===== src/design/rrts_pkg.sv =====
// shared types and codes for the round-robin thread scheduler
`default_nettype none

package rrts_pkg;

  localparam int CMD_W = 3;
  localparam int ID_W  = 4;
  localparam int CNT_OUT_W = 5;

  // table depth, tied to the thread id and ready count port widths
  localparam int MAX_THREADS = 16;

  // command codes
  localparam logic [CMD_W-1:0] CMD_CREATE = 3'd0;
  localparam logic [CMD_W-1:0] CMD_START  = 3'd1;
  localparam logic [CMD_W-1:0] CMD_JOIN   = 3'd2;
  localparam logic [CMD_W-1:0] CMD_BLOCK  = 3'd3;
  localparam logic [CMD_W-1:0] CMD_EXIT   = 3'd4;
  localparam logic [CMD_W-1:0] CMD_SCHED  = 3'd5;
  localparam logic [CMD_W-1:0] CMD_QUERY  = 3'd6;

  // thread lifecycle codes
  localparam logic [2:0] ST_NEW        = 3'd0;
  localparam logic [2:0] ST_READY      = 3'd1;
  localparam logic [2:0] ST_RUNNING    = 3'd2;
  localparam logic [2:0] ST_BLOCKED    = 3'd3;
  localparam logic [2:0] ST_TERMINATED = 3'd4;

  // controller to datapath
  typedef struct packed {
    logic load;
    logic exec;
    logic pop;
    logic resp;
  } ctl_cmd_t;

  // datapath to controller
  typedef struct packed {
    logic sched_pop;
  } ctl_stat_t;

endpackage

`default_nettype wire


===== src/design/rrts_ctrl.sv =====
// controller state machine for the thread scheduler
`default_nettype none

module rrts_ctrl import rrts_pkg::*; (
  input  wire logic      clk,
  input  wire logic      rst,
  input  wire logic      start,
  input  wire ctl_stat_t stat,
  output ctl_cmd_t       cmd,
  output logic           busy
);

  localparam logic [1:0] S_IDLE = 2'd0;
  localparam logic [1:0] S_EXEC = 2'd1;
  localparam logic [1:0] S_POP  = 2'd2;
  localparam logic [1:0] S_RESP = 2'd3;

  logic [1:0] state;
  logic [1:0] state_next;

  always_comb begin
    state_next = state;
    unique case (state)
      S_IDLE: begin
        if (start) state_next = S_EXEC;
      end
      S_EXEC: begin
        state_next = stat.sched_pop ? S_POP : S_RESP;
      end
      S_POP:  state_next = S_RESP;
      S_RESP: state_next = S_IDLE;
      default: state_next = S_IDLE;
    endcase
  end

  always_ff @(posedge clk) begin
    if (rst) begin
      state <= S_IDLE;
    end else begin
      state <= state_next;
    end
  end

  assign busy     = (state != S_IDLE);
  assign cmd.load = start && (state == S_IDLE);
  assign cmd.exec = (state == S_EXEC);
  assign cmd.pop  = (state == S_POP);
  assign cmd.resp = (state == S_RESP);

endmodule

`default_nettype wire


===== src/design/rrts_datapath.sv =====
// scheduler datapath: ready queue, thread tables, running thread, main context
`default_nettype none

module rrts_datapath import rrts_pkg::*; #(
  parameter int CONTEXT_BITS = 32
) (
  input  wire logic                    clk,
  input  wire logic                    rst,
  input  wire ctl_cmd_t                cmd,
  output ctl_stat_t                    stat,
  input  wire logic [CMD_W-1:0]        command,
  input  wire logic [ID_W-1:0]         thread_id,
  input  wire logic [CONTEXT_BITS-1:0] context_value,
  output logic [CONTEXT_BITS-1:0]      context_out,
  output logic [ID_W-1:0]              running_thread,
  output logic                         running_valid,
  output logic                         all_idle,
  output logic [CNT_OUT_W-1:0]         ready_count,
  output logic                         queue_overflow
);

  localparam int IDX_W = (MAX_THREADS > 1) ? $clog2(MAX_THREADS) : 1;
  localparam int CNT_W = $clog2(MAX_THREADS + 1);
  localparam int SUM_W = CNT_W + 1;

  // latched command
  logic [CMD_W-1:0]        cmd_q;
  logic [ID_W-1:0]         id_q;
  logic [CONTEXT_BITS-1:0] ctx_q;

  // queue and thread state
  logic [IDX_W-1:0]        fifo_head;
  logic [CNT_W-1:0]        fifo_count;
  logic [2:0]              thread_status [MAX_THREADS];
  logic [IDX_W-1:0]        running_id;
  logic                    running_flag;
  logic [CONTEXT_BITS-1:0] main_context;
  logic                    main_context_valid;
  logic                    requeue;
  logic                    overflow;
  logic                    use_mem;
  logic [CONTEXT_BITS-1:0] ctx_out_q;

  // memories
  logic [IDX_W-1:0]        ready_fifo    [MAX_THREADS];
  logic [CONTEXT_BITS-1:0] saved_context [MAX_THREADS];
  logic [IDX_W-1:0]        fifo_rdata;
  logic [CONTEXT_BITS-1:0] ctx_rdata;

  logic                    fifo_we;
  logic [IDX_W-1:0]        fifo_waddr;
  logic [IDX_W-1:0]        fifo_wdata;
  logic                    ctx_we;
  logic [IDX_W-1:0]        ctx_waddr;

  logic                    id_ok;
  logic [IDX_W-1:0]        id_idx;
  logic [SUM_W-1:0]        tail_sum;
  logic [IDX_W-1:0]        tail;
  logic [IDX_W-1:0]        head_inc;
  logic                    queue_full;
  logic                    queue_empty;
  logic                    run_blocked;

  assign id_ok       = (32'(id_q) < 32'(MAX_THREADS));
  assign id_idx      = IDX_W'(id_q);
  assign tail_sum    = SUM_W'(fifo_head) + SUM_W'(fifo_count);
  assign tail        = (tail_sum >= SUM_W'(MAX_THREADS))
                     ? IDX_W'(tail_sum - SUM_W'(MAX_THREADS)) : IDX_W'(tail_sum);
  assign head_inc    = (fifo_head == IDX_W'(MAX_THREADS - 1)) ? '0 : fifo_head + 1'b1;
  assign queue_full  = (fifo_count >= CNT_W'(MAX_THREADS));
  assign queue_empty = (fifo_count == '0);
  assign run_blocked = (thread_status[running_id] == ST_BLOCKED);

  assign stat.sched_pop = (cmd_q == CMD_SCHED) && !queue_empty;

  // write ports
  always_comb begin
    fifo_we    = 1'b0;
    fifo_waddr = tail;
    fifo_wdata = id_idx;
    ctx_we     = 1'b0;
    ctx_waddr  = id_idx;
    if (cmd.exec) begin
      if (cmd_q == CMD_JOIN && id_ok && !queue_full) fifo_we = 1'b1;
      if (cmd_q == CMD_CREATE && id_ok) ctx_we = 1'b1;
      if (stat.sched_pop && running_flag) begin
        ctx_we    = 1'b1;
        ctx_waddr = running_id;
      end
    end else if (cmd.pop && requeue) begin
      fifo_we    = 1'b1;
      fifo_wdata = running_id;
    end
  end

  always_ff @(posedge clk) begin
    if (fifo_we) ready_fifo[fifo_waddr] <= fifo_wdata;
    fifo_rdata <= ready_fifo[fifo_head];
  end

  always_ff @(posedge clk) begin
    if (ctx_we) saved_context[ctx_waddr] <= ctx_q;
    ctx_rdata <= saved_context[fifo_rdata];
  end

  // payload latches
  always_ff @(posedge clk) begin
    if (cmd.load) begin
      cmd_q <= command;
      id_q  <= thread_id;
      ctx_q <= context_value;
    end
    if (cmd.exec) begin
      if (cmd_q == CMD_SCHED && queue_empty && !running_flag && main_context_valid) begin
        ctx_out_q <= main_context;
      end else begin
        ctx_out_q <= ctx_q;
      end
    end
  end

  // control state
  always_ff @(posedge clk) begin
    if (rst) begin
      fifo_head          <= '0;
      fifo_count         <= '0;
      running_id         <= '0;
      running_flag       <= 1'b0;
      main_context       <= '0;
      main_context_valid <= 1'b0;
      requeue            <= 1'b0;
      overflow           <= 1'b0;
      use_mem            <= 1'b0;
      for (int i = 0; i < MAX_THREADS; i++) thread_status[i] <= ST_NEW;
    end else if (cmd.exec) begin
      overflow <= (cmd_q == CMD_JOIN) && id_ok && queue_full;
      use_mem  <= stat.sched_pop;
      requeue  <= 1'b0;
      case (cmd_q)
        CMD_CREATE: if (id_ok) thread_status[id_idx] <= ST_NEW;
        CMD_START:  if (id_ok) thread_status[id_idx] <= ST_READY;
        CMD_BLOCK:  if (id_ok) thread_status[id_idx] <= ST_BLOCKED;
        CMD_JOIN: begin
          if (id_ok && !queue_full) fifo_count <= fifo_count + 1'b1;
        end
        CMD_EXIT: begin
          if (running_flag) begin
            thread_status[running_id] <= ST_TERMINATED;
            running_flag              <= 1'b0;
          end
        end
        CMD_SCHED: begin
          if (!queue_empty) begin
            if (running_flag) begin
              if (!run_blocked) begin
                thread_status[running_id] <= ST_READY;
                requeue                   <= 1'b1;
              end
            end else if (!main_context_valid) begin
              main_context       <= ctx_q;
              main_context_valid <= 1'b1;
            end
            fifo_head  <= head_inc;
            fifo_count <= fifo_count - 1'b1;
          end
        end
        default: ;
      endcase
    end else if (cmd.pop) begin
      // head id arrives from the queue memory; requeue goes behind it
      if (requeue) fifo_count <= fifo_count + 1'b1;
      running_id                <= fifo_rdata;
      running_flag              <= 1'b1;
      thread_status[fifo_rdata] <= ST_RUNNING;
    end
  end

  assign context_out    = use_mem ? ctx_rdata : ctx_out_q;
  assign running_thread = running_flag ? ID_W'(running_id) : '0;
  assign running_valid  = running_flag;
  assign all_idle       = queue_empty && !running_flag;
  assign ready_count    = CNT_OUT_W'(fifo_count);
  assign queue_overflow = overflow;

endmodule

`default_nettype wire


===== src/design/round_robin_thread_scheduler_top.sv =====
// top level of the round-robin thread scheduler
`default_nettype none

// Round-robin thread scheduler with a FIFO ready queue.
// command channel: a command (create, start, join, block, exit, schedule,
//   query) with thread_id and context_value transfers at a rising edge with
//   start high and busy low; busy stays high until the result is out
// result channel: done is high for exactly one cycle and carries the result
//   (context_out, running_thread, running_valid, all_idle, ready_count,
//   queue_overflow); the receiver cannot stall and must take it then
// latency: done is high in the 2nd cycle after the command transfer edge and
//   the result transfers 2 cycles after it for most commands, 3 cycles for a
//   schedule that pops the ready queue (queue read, then saved-context read,
//   both through registered memory ports)
// throughput: one command per 3 cycles, one per 4 for a popping schedule;
//   set by the two chained memory reads of a schedule and the response cycle
// reset: rst is synchronous; empties the queue, marks all threads new,
//   clears the running thread and main context, returns to idle
// queue and context tables hold undefined data until written
module round_robin_thread_scheduler_top import rrts_pkg::*; #(
  parameter int CONTEXT_BITS = 32
) (
  input  wire logic                    clk,
  input  wire logic                    rst,
  // command channel
  input  wire logic                    start,
  output logic                         busy,
  input  wire logic [CMD_W-1:0]        command,
  input  wire logic [ID_W-1:0]         thread_id,
  input  wire logic [CONTEXT_BITS-1:0] context_value,
  // result channel
  output logic                         done,
  output logic [CONTEXT_BITS-1:0]      context_out,
  output logic [ID_W-1:0]              running_thread,
  output logic                         running_valid,
  output logic                         all_idle,
  output logic [CNT_OUT_W-1:0]         ready_count,
  output logic                         queue_overflow
);

  ctl_cmd_t  ctl_cmd;
  ctl_stat_t ctl_stat;

  // sequencing: idle, execute, queue pop, response
  rrts_ctrl u_ctrl (
    .clk   (clk),
    .rst   (rst),
    .start (start),
    .stat  (ctl_stat),
    .cmd   (ctl_cmd),
    .busy  (busy)
  );

  // tables, ready queue and result fields
  rrts_datapath #(
    .CONTEXT_BITS (CONTEXT_BITS)
  ) u_datapath (
    .clk            (clk),
    .rst            (rst),
    .cmd            (ctl_cmd),
    .stat           (ctl_stat),
    .command        (command),
    .thread_id      (thread_id),
    .context_value  (context_value),
    .context_out    (context_out),
    .running_thread (running_thread),
    .running_valid  (running_valid),
    .all_idle       (all_idle),
    .ready_count    (ready_count),
    .queue_overflow (queue_overflow)
  );

  // result strobe comes from the response state
  assign done = ctl_cmd.resp;

endmodule

`default_nettype wire


===== config.mk =====
export PLATFORM = sky130hd
export DESIGN_NAME = round_robin_thread_scheduler_top
export DESIGN_NICKNAME = d
export VERILOG_FILES = /design/src/design/rrts_pkg.sv /design/src/design/rrts_ctrl.sv /design/src/design/rrts_datapath.sv /design/src/design/round_robin_thread_scheduler_top.sv
export SDC_FILE = /design/constraint.sdc
export NUM_CORES = 1
export LEC_CHECK = 0
export BUFFER_PORTS_ARGS = -buffer_cell sky130_fd_sc_hd__buf_2
export CAP_MARGIN = 0
export CORE_ASPECT_RATIO = 1.1
export CORE_UTILIZATION = 62
export DETAILED_ROUTE_END_ITERATION = 12
export HOLD_SLACK_MARGIN = 0.02
export PLACE_DENSITY = 0.79
export SKIP_CTS_REPAIR_TIMING = 1
export SYNTH_ARGS = -nofsm -noshare
export SYNTH_HDL_FRONTEND = slang
export SYNTH_SLANG_ARGS = --single-unit

===== constraint.sdc =====
create_clock -name clk -period 5.9 [get_ports clk]
set_input_delay 0.295 -clock clk [delete_from_list [all_inputs] [get_ports clk]]
set_output_delay 0.295 -clock clk [all_outputs]
set_load 0.05 [all_outputs]

==> results.txt, run 1 <==
Rel. slew slack = 15.7%
Register bit count reported by yosys = 787
DR WL/cell = 28.6 um
Htree depth = 3
Wire length on met1 = 25.9 mm
Synth warn = 0
Final antenna-violating net count = 0
Final WL = 69.8 mm
Crit-path max cell delay = 1.05 ns
Register Area = 22,700 um2
Synth Area in Simple Gates = 4.80%
Crit path arrival time = 4.34 ns
Pin count of the biggest net entering global routing = 92
Final Cell Area = 34,700 um2
CTS tree = done
Largest family of logic cells by synthesized area = multiplexers
Worst-skew pair later-pin latency = 0.61 ns
Initial antenna violation count = 1
Register area share after synthesis = 74.2%
Most frequent cells in the layout = 695 x edfxtp_1, 180 x mux4_2, 92 x nand2_1, 87 x dfxtp_1, 87 x buf_2
CP Capture Type = register
Sw power = 3.61 mW
Post-Synth XOR/XNOR Area = 0.257%
Synthesized net count = 1,652
DR WL met2 = 36.4 mm
Row count = 85
Async S/R FF share, synth = 0%
Vias in the first global route = 16.7k
Clk root buf = clkbuf_16
PortBufs = 87
Commonest non-fill, non-tap cell in the layout = edfxtp_1
Max Cap Violations = 0
TNS Setup = 0 ns
PD cells = 391 nW/um2
Family with the most delay on the worst path = simple AND/OR/NAND/NOR gates
Worst setup SP type = register
Layout cells sized above 1 = 28.8%
Clock share of power = 36.8%
Clock sinks = 787
Combinational share of power = 11.6%
Leak = 11.2 nW
Fraction of power consumed by sequential logic = 51.7%
First-pass GRT wire length = 103 mm
Maximum VDD drop = 0.332 mV
Critical Path RT = 6.11 ns
Clock Pin Slew Worst Setup and Hold Paths = 0.06 ns
DIE WIDTH = 214 um
RSZ-0062 raised after global routing = false
Multiplexer area fraction after synthesis = 16.0%
Post-synth EDFFs = 695
Core ar. = 48,800 um2
Synth unique cells = 63
Post-layout min period = 4.14 ns
Pint = 9.96 mW
Mapped cell area = 30,600 um2
Net Sw Frac = 26.6%
Synth Flop Type = edfxtp_1
Pre-antenna DRT Iters = 9
Clk buf depth = 3
Clock skew = 0.0201 ns
CP Max Fanout = 43
DRC viols = 0
Metal3 WL = 5.44 mm
Hold Path Class = in2reg
Starting density of the core = 62.7%
Status = finished, final reports clean
Multi-input gate area = 7610 um2
Fillers = 2,736
Die area = 50,300 um2
Overflow after GRT = 0
Post-DP Area = 31,800 um2
Final #Nets = 1,779
Crit-path cells = inv_1 > ha_2 > buf_4 > nand4b_4 > nor2_2 > nand2_1 > nor2_1 > a22oi_1 > nor2_4
Slew @ Worst Pin = 1.26 ns
# setup viols final = 0
Die Span Y = 235 um
Synthesized instance count = 1,597
Num CTS Buffers = 75
Peak Freq = 242 MHz
Via density = 6.58
Worst path slowest cell = nor2_4
Compound-Gate Fraction of Synth Area = 2.80%
Boundary pin count = 88
Tot GR Track Use = 28.5%
Vias = 16.1k
Critical path class = reg2reg
Final Cycle Share = 70.1%
Syn_area_per_cell = 19.2 um2
Adder-Cell Fraction of Synth Area = 0.556%
Max Transition Viols Final = 0
DPL Wire Length = 35.8 mm
Placer Congestion = 0.855
DR iter-0 viols = 1,934
CP Buf/Inv Count = 2
Top Metal Used = met4
Final hold vios = 0
Area grow syn2layout = 13.4%
-- synth_stat cells (10+ instances only) --
cell type  number  area, um2
clkbuf_1       63        236
a31oi_1        10       62.6
dfxtp_1        92       1840
mux4_2        180       4050
buf_1          15       56.3
nand3_1        22        110
mux2_2         67        754
nand2_1        92        345
nor2_1         71        267
nor3_1         21        105
o21ai_0        15       75.1
buf_2          10       50.1
or4_4          13        146
ha_1           12        150
a21oi_1        76        380
inv_1          14       52.6
edfxtp_1      695      20900
-- worst paths after layout --
| kind | from | to | slack [ns] | depth (start not counted) |
|---|---|---|---|---|
| worst max-delay path | u_ctrl.state[1]$_SDFFE_PP0P_ | u_datapath.saved_context[12][6]$_DFFE_PP_ | 1.76 | 9 |
| worst min-delay path | start | u_ctrl.state[1]$_SDFFE_PP0P_ | 0.13 | 4 |
| worst max register to register | u_ctrl.state[1]$_SDFFE_PP0P_ | u_datapath.saved_context[12][6]$_DFFE_PP_ | 1.76 | 9 |
| worst min register to register | u_datapath.main_context[3]$_SDFFE_PP0P_ | u_datapath.main_context[3]$_SDFFE_PP0P_ | 0.46 | 2 |
-- worst register-to-register path, stage by stage, from the launching register on --
cell	delay, ns
dfxtp_1	0.35
inv_1	0.12
ha_2	0.17
buf_4	0.57
nand4b_4	0.25
nor2_2	0.35
nand2_1	0.29
nor2_1	0.25
a22oi_1	0.33
nor2_4	1.05
-- logic make-up after synthesis --
family	after synthesis
AOI/OAI and AO/OA	143
adders and majority gates	13
DFF	787
and+or+nand+nor	283
muxes	256
buffers and inverters	106
xor gates and xnor gates	9
-- cell type report --
type                    instances  share of cell area (%)
repair buffers                141                    2.74
well taps                     652                    2.35
diodes                          1                 0.00721
flip-flops and latches        787                    65.5
clock inverters                52                    1.47
inverters                      15                   0.162
multi-input cells             704                    21.9
clock buffers                  88                    5.88
-- sequential cells by signal, indices dropped and copies added (netlist names), 5 cells and up, named ones only --
register and cells:
u_datapath.main_context 32, u_datapath.thread_status 48, u_datapath.ctx_out_q 32, u_datapath.saved_context 512
u_datapath.ready_count 5, u_datapath.ready_fifo 64, u_datapath.ctx_q 32, u_datapath.ctx_rdata 32
-- metrics by stage --
stage | hold slack (ns) | utilization [%] | setup WS (ns) | power [mW] | instances
floorplan | 0.394 | - | 1.70 | 8.04 | 1597
global placement | 0.438 | 65.1 | 2.05 | 8.55 | 2260
detailed placement | 0.445 | 65.1 | 1.83 | 8.62 | 2260
CTS | -0.172 | 70.3 | 1.75 | 13.6 | 2400
global route | 0.159 | 71.1 | 1.49 | 13.9 | 2439
finish | 0.131 | 71.1 | 1.76 | 13.6 | 2440
-- per-layer routing --
metal,up-vias,global-route usage [%]
li1,6709,-
met1,8229,37.9
met2,967,47.4
met3,149,4.68
met4,0,11.1
met5,-,0
-- power by group through the flow --
stage | clock network (mW) | logic [mW] | registers (mW)
CTS | 5.01 | 1.54 | 7.00
global placement | 0 | 1.49 | 7.06
floorplan | 0 | 1.18 | 6.86
detailed placement | 0 | 1.52 | 7.10
finish | 4.99 | 1.57 | 7.01
global route | 5.22 | 1.64 | 7.04
(Power assumes the default switching activity.)
==> run 2, diff against run 1 <==
--- a/config.mk
+++ b/config.mk
@@ -8,10 +8,10 @@
 export BUFFER_PORTS_ARGS = -buffer_cell sky130_fd_sc_hd__buf_2
 export CAP_MARGIN = 0
 export CORE_ASPECT_RATIO = 1.1
-export CORE_UTILIZATION = 62
+export CORE_UTILIZATION = 56
 export DETAILED_ROUTE_END_ITERATION = 12
 export HOLD_SLACK_MARGIN = 0.02
-export PLACE_DENSITY = 0.79
+export PLACE_DENSITY = 0.76
 export SKIP_CTS_REPAIR_TIMING = 1
 export SYNTH_ARGS = -nofsm -noshare
 export SYNTH_HDL_FRONTEND = slang
==> constraint.sdc (replaced) <==
create_clock -name clk -period 3.8 [get_ports clk]
set_input_delay 0.19 -clock clk [delete_from_list [all_inputs] [get_ports clk]]
set_output_delay 0.19 -clock clk [all_outputs]
set_load 0.05 [all_outputs]
==> run 2 against run 1 <==
  * Combinational power increased by 55%
  * Total power rose by 56%
  * Sequential cell count unchanged
  * Clock skew rose by 0.0059 ns
  * Largest power group unchanged
  * Critical path depth down 1
==> results.txt, run 2 (same netlist as run 1, synthesis figures left out) <==
Status = finished, final reports clean
CTS tree = done
Layout cells sized above 1 = 29.5% (+0.67 points)
Overall power = 21.1 mW (+56%)
Via density = 6.20 (-5.8%)
Boundary pin count = 88 (unchanged)
Clk buf depth = 3 (unchanged)
Worst setup path endpoint = u_datapath.saved_context[8][20]$_DFFE_PP_
Peak Freq = 285 MHz (+18%)
Area grow syn2layout = 14.5%
PD cells = 603 nW/um2 (+54%)
Die area = 55,600 um2 (+11%)
Num CTS Buffers = 77 (+2.7%)
Initial antenna violation count = 0 (-1)
Max reg flops = 512 (unchanged)
End-of-flow core utilization = 65.2% (-6.0 points)
Starting density of the core = 56.9% (-5.8 points)
Htree depth = 3 (unchanged)
Reg2reg setup slack = 0.29 ns (-1.48 ns)
Worst-skew pair later-pin latency = 0.62 ns (about the same)
Clock Pin Slew Worst Setup and Hold Paths = 0.06 ns (about the same)
Overflow after GRT = 0 (unchanged)
Post-Place Setup Slack = 0.187 ns (-1.64 ns)
Final antenna-violating net count = 0 (unchanged)
Post-layout min period = 3.51 ns (-0.624 ns)
Maximum VDD drop = 0.348 mV (+4.8%)
Post-DP Area = 32,000 um2 (+0.81%)
Reg2reg start = u_datapath.ready_count[1]$_SDFFE_PP0P_
# diodes = 0 (-1)
Tot GR Track Use = 25.1% (-3.4 points)
Critical Path RT = 4.02 ns (-2.09 ns)
Largest registers = u_datapath.saved_context (512), u_datapath.ready_fifo (64), u_datapath.thread_status (48)
Final WL = 68.0 mm (-2.7%)
DPL Wire Length = 36.9 mm (+3.2%)
Final Non-Filler Cells = 2,532 (+3.8%)
Leak = 11.3 nW (+1.2%)
Vias = 15.7k (-2.3%)
Critical path class = reg2reg
Placer Congestion = 0.851 (-0.46%)
# setup viols final = 0 (unchanged)
Final #Nets = 1,796 (+0.96%)
Rel. slew slack = 13.0% (-2.7 points)
Crit path arrival time = 3.73 ns (-0.61 ns)
Pre-antenna DRT Iters = 5 (-4)
Final Cell Area = 35,000 um2 (+0.95%)
Commonest non-fill, non-tap cell in the layout = edfxtp_1
Max Transition Viols Final = 0 (unchanged)
Placed cells = 2,351 (+4.0%)
Final hold vios = 0 (unchanged)
DIE WIDTH = 225 um (+5.2%)
CP Max Fanout = 32 (-26%)
Vias in the first global route = 16.3k (-2.5%)
TNS Setup = 0 ns (unchanged)
First-pass GRT wire length = 101 mm (-1.7%)
RSZ-0062 raised after global routing = false
DR WL/cell = 26.8 um (-6.2%)
DR iter-0 viols = 1,497 (-23%)
Setup ws final = 0.287 ns (-1.48 ns)
R2R Path End = u_datapath.saved_context[8][20]$_DFFE_PP_
Pin count of the biggest net entering global routing = 57 (-38%)
Slew @ Worst Pin = 1.30 ns (+0.0398 ns)
Core ar. = 53,800 um2 (+10%)
Worst setup SP type = register
Most flops, register = u_datapath.saved_context
CP Capture Type = register
Crit path from = u_datapath.ready_count[1]$_SDFFE_PP0P_
Die Span Y = 247 um (+5.2%)
PortBufs = 87 (unchanged)
R2R depth = 8 (-1)
Clock sinks = 787 (unchanged)
Hold slack = 0.0256 ns (-0.106 ns)
Most frequent cells in the layout = 695 x edfxtp_1, 180 x mux4_2, 92 x nand2_1, 87 x dfxtp_1, 87 x buf_2
Hold Path Class = in2reg
Row count = 89 (+4.7%)
DRC viols = 0 (unchanged)
Clk root buf = clkbuf_16
Final Cycle Share = 92.5% (+22 points)
Max Cap Violations = 0 (unchanged)
Clock skew = 0.0260 ns (+0.00591 ns)
## run 2: cell count changes in the layout (fill, tap and decap cells not counted), sizes merged
cell	change
clkinvlp	-2
buf	+15
clkbuf	+17
clkinv	-8
inv	-4
bufinv	-1
diode	-1
## run 2: worst min-delay path by stage
stage                                      to              start  cells after the start
6_report         u_ctrl.state[1]$_SDFFE_PP0P_              start                      4
5_1_grt          u_ctrl.state[1]$_SDFFE_PP0P_              start                      4
4_1_cts        u_datapath.ctx_q[15]$_DFFE_PP_  context_value[15]                      1
3_5_place_dp   u_datapath.ctx_q[20]$_DFFE_PP_  context_value[20]                      1
3_3_place_gp   u_datapath.ctx_q[21]$_DFFE_PP_  context_value[21]                      1
2_1_floorplan   u_datapath.cmd_q[0]$_DFFE_PP_         command[0]                      0
## run 2: layout make-up
type / instances / area [um2]
Clock inverter: 37 / 413
Tap cell: 728 / 911
Fill cell: 3523 / 18700
Inverter: 15 / 56.3
Sequential cell: 787 / 22700
Timing Repair Buffer: 156 / 1110
Clock buffer: 105 / 2210
Multi-Input combinational cell: 704 / 7620
## run 2: report_power, final
| group | switching, mW | internal, mW | total, mW |
|---|---|---|---|
| clock network | 3.20 | 4.63 | 7.83 |
| logic | 1.64 | 0.800 | 2.44 |
| registers | 0.663 | 10.2 | 10.9 |
| total | 5.51 | 15.6 | 21.1 |
## run 2: critical path: stages, from the launching register on
cell	delay, ns
dfxtp_1	0.47
inv_1	0.13
ha_1	0.19
nor4b_2	0.18
nor2_4	0.23
nand2_1	0.25
nor2_1	0.24
a22oi_1	0.30
nor2_4	1.08
## run 2: layer usage
layer	track usage (%)	wire length, um
met3	3.66	4220
met4	8.10	1470
met1	33.0	26900
met5	0	0
met2	43.3	35400
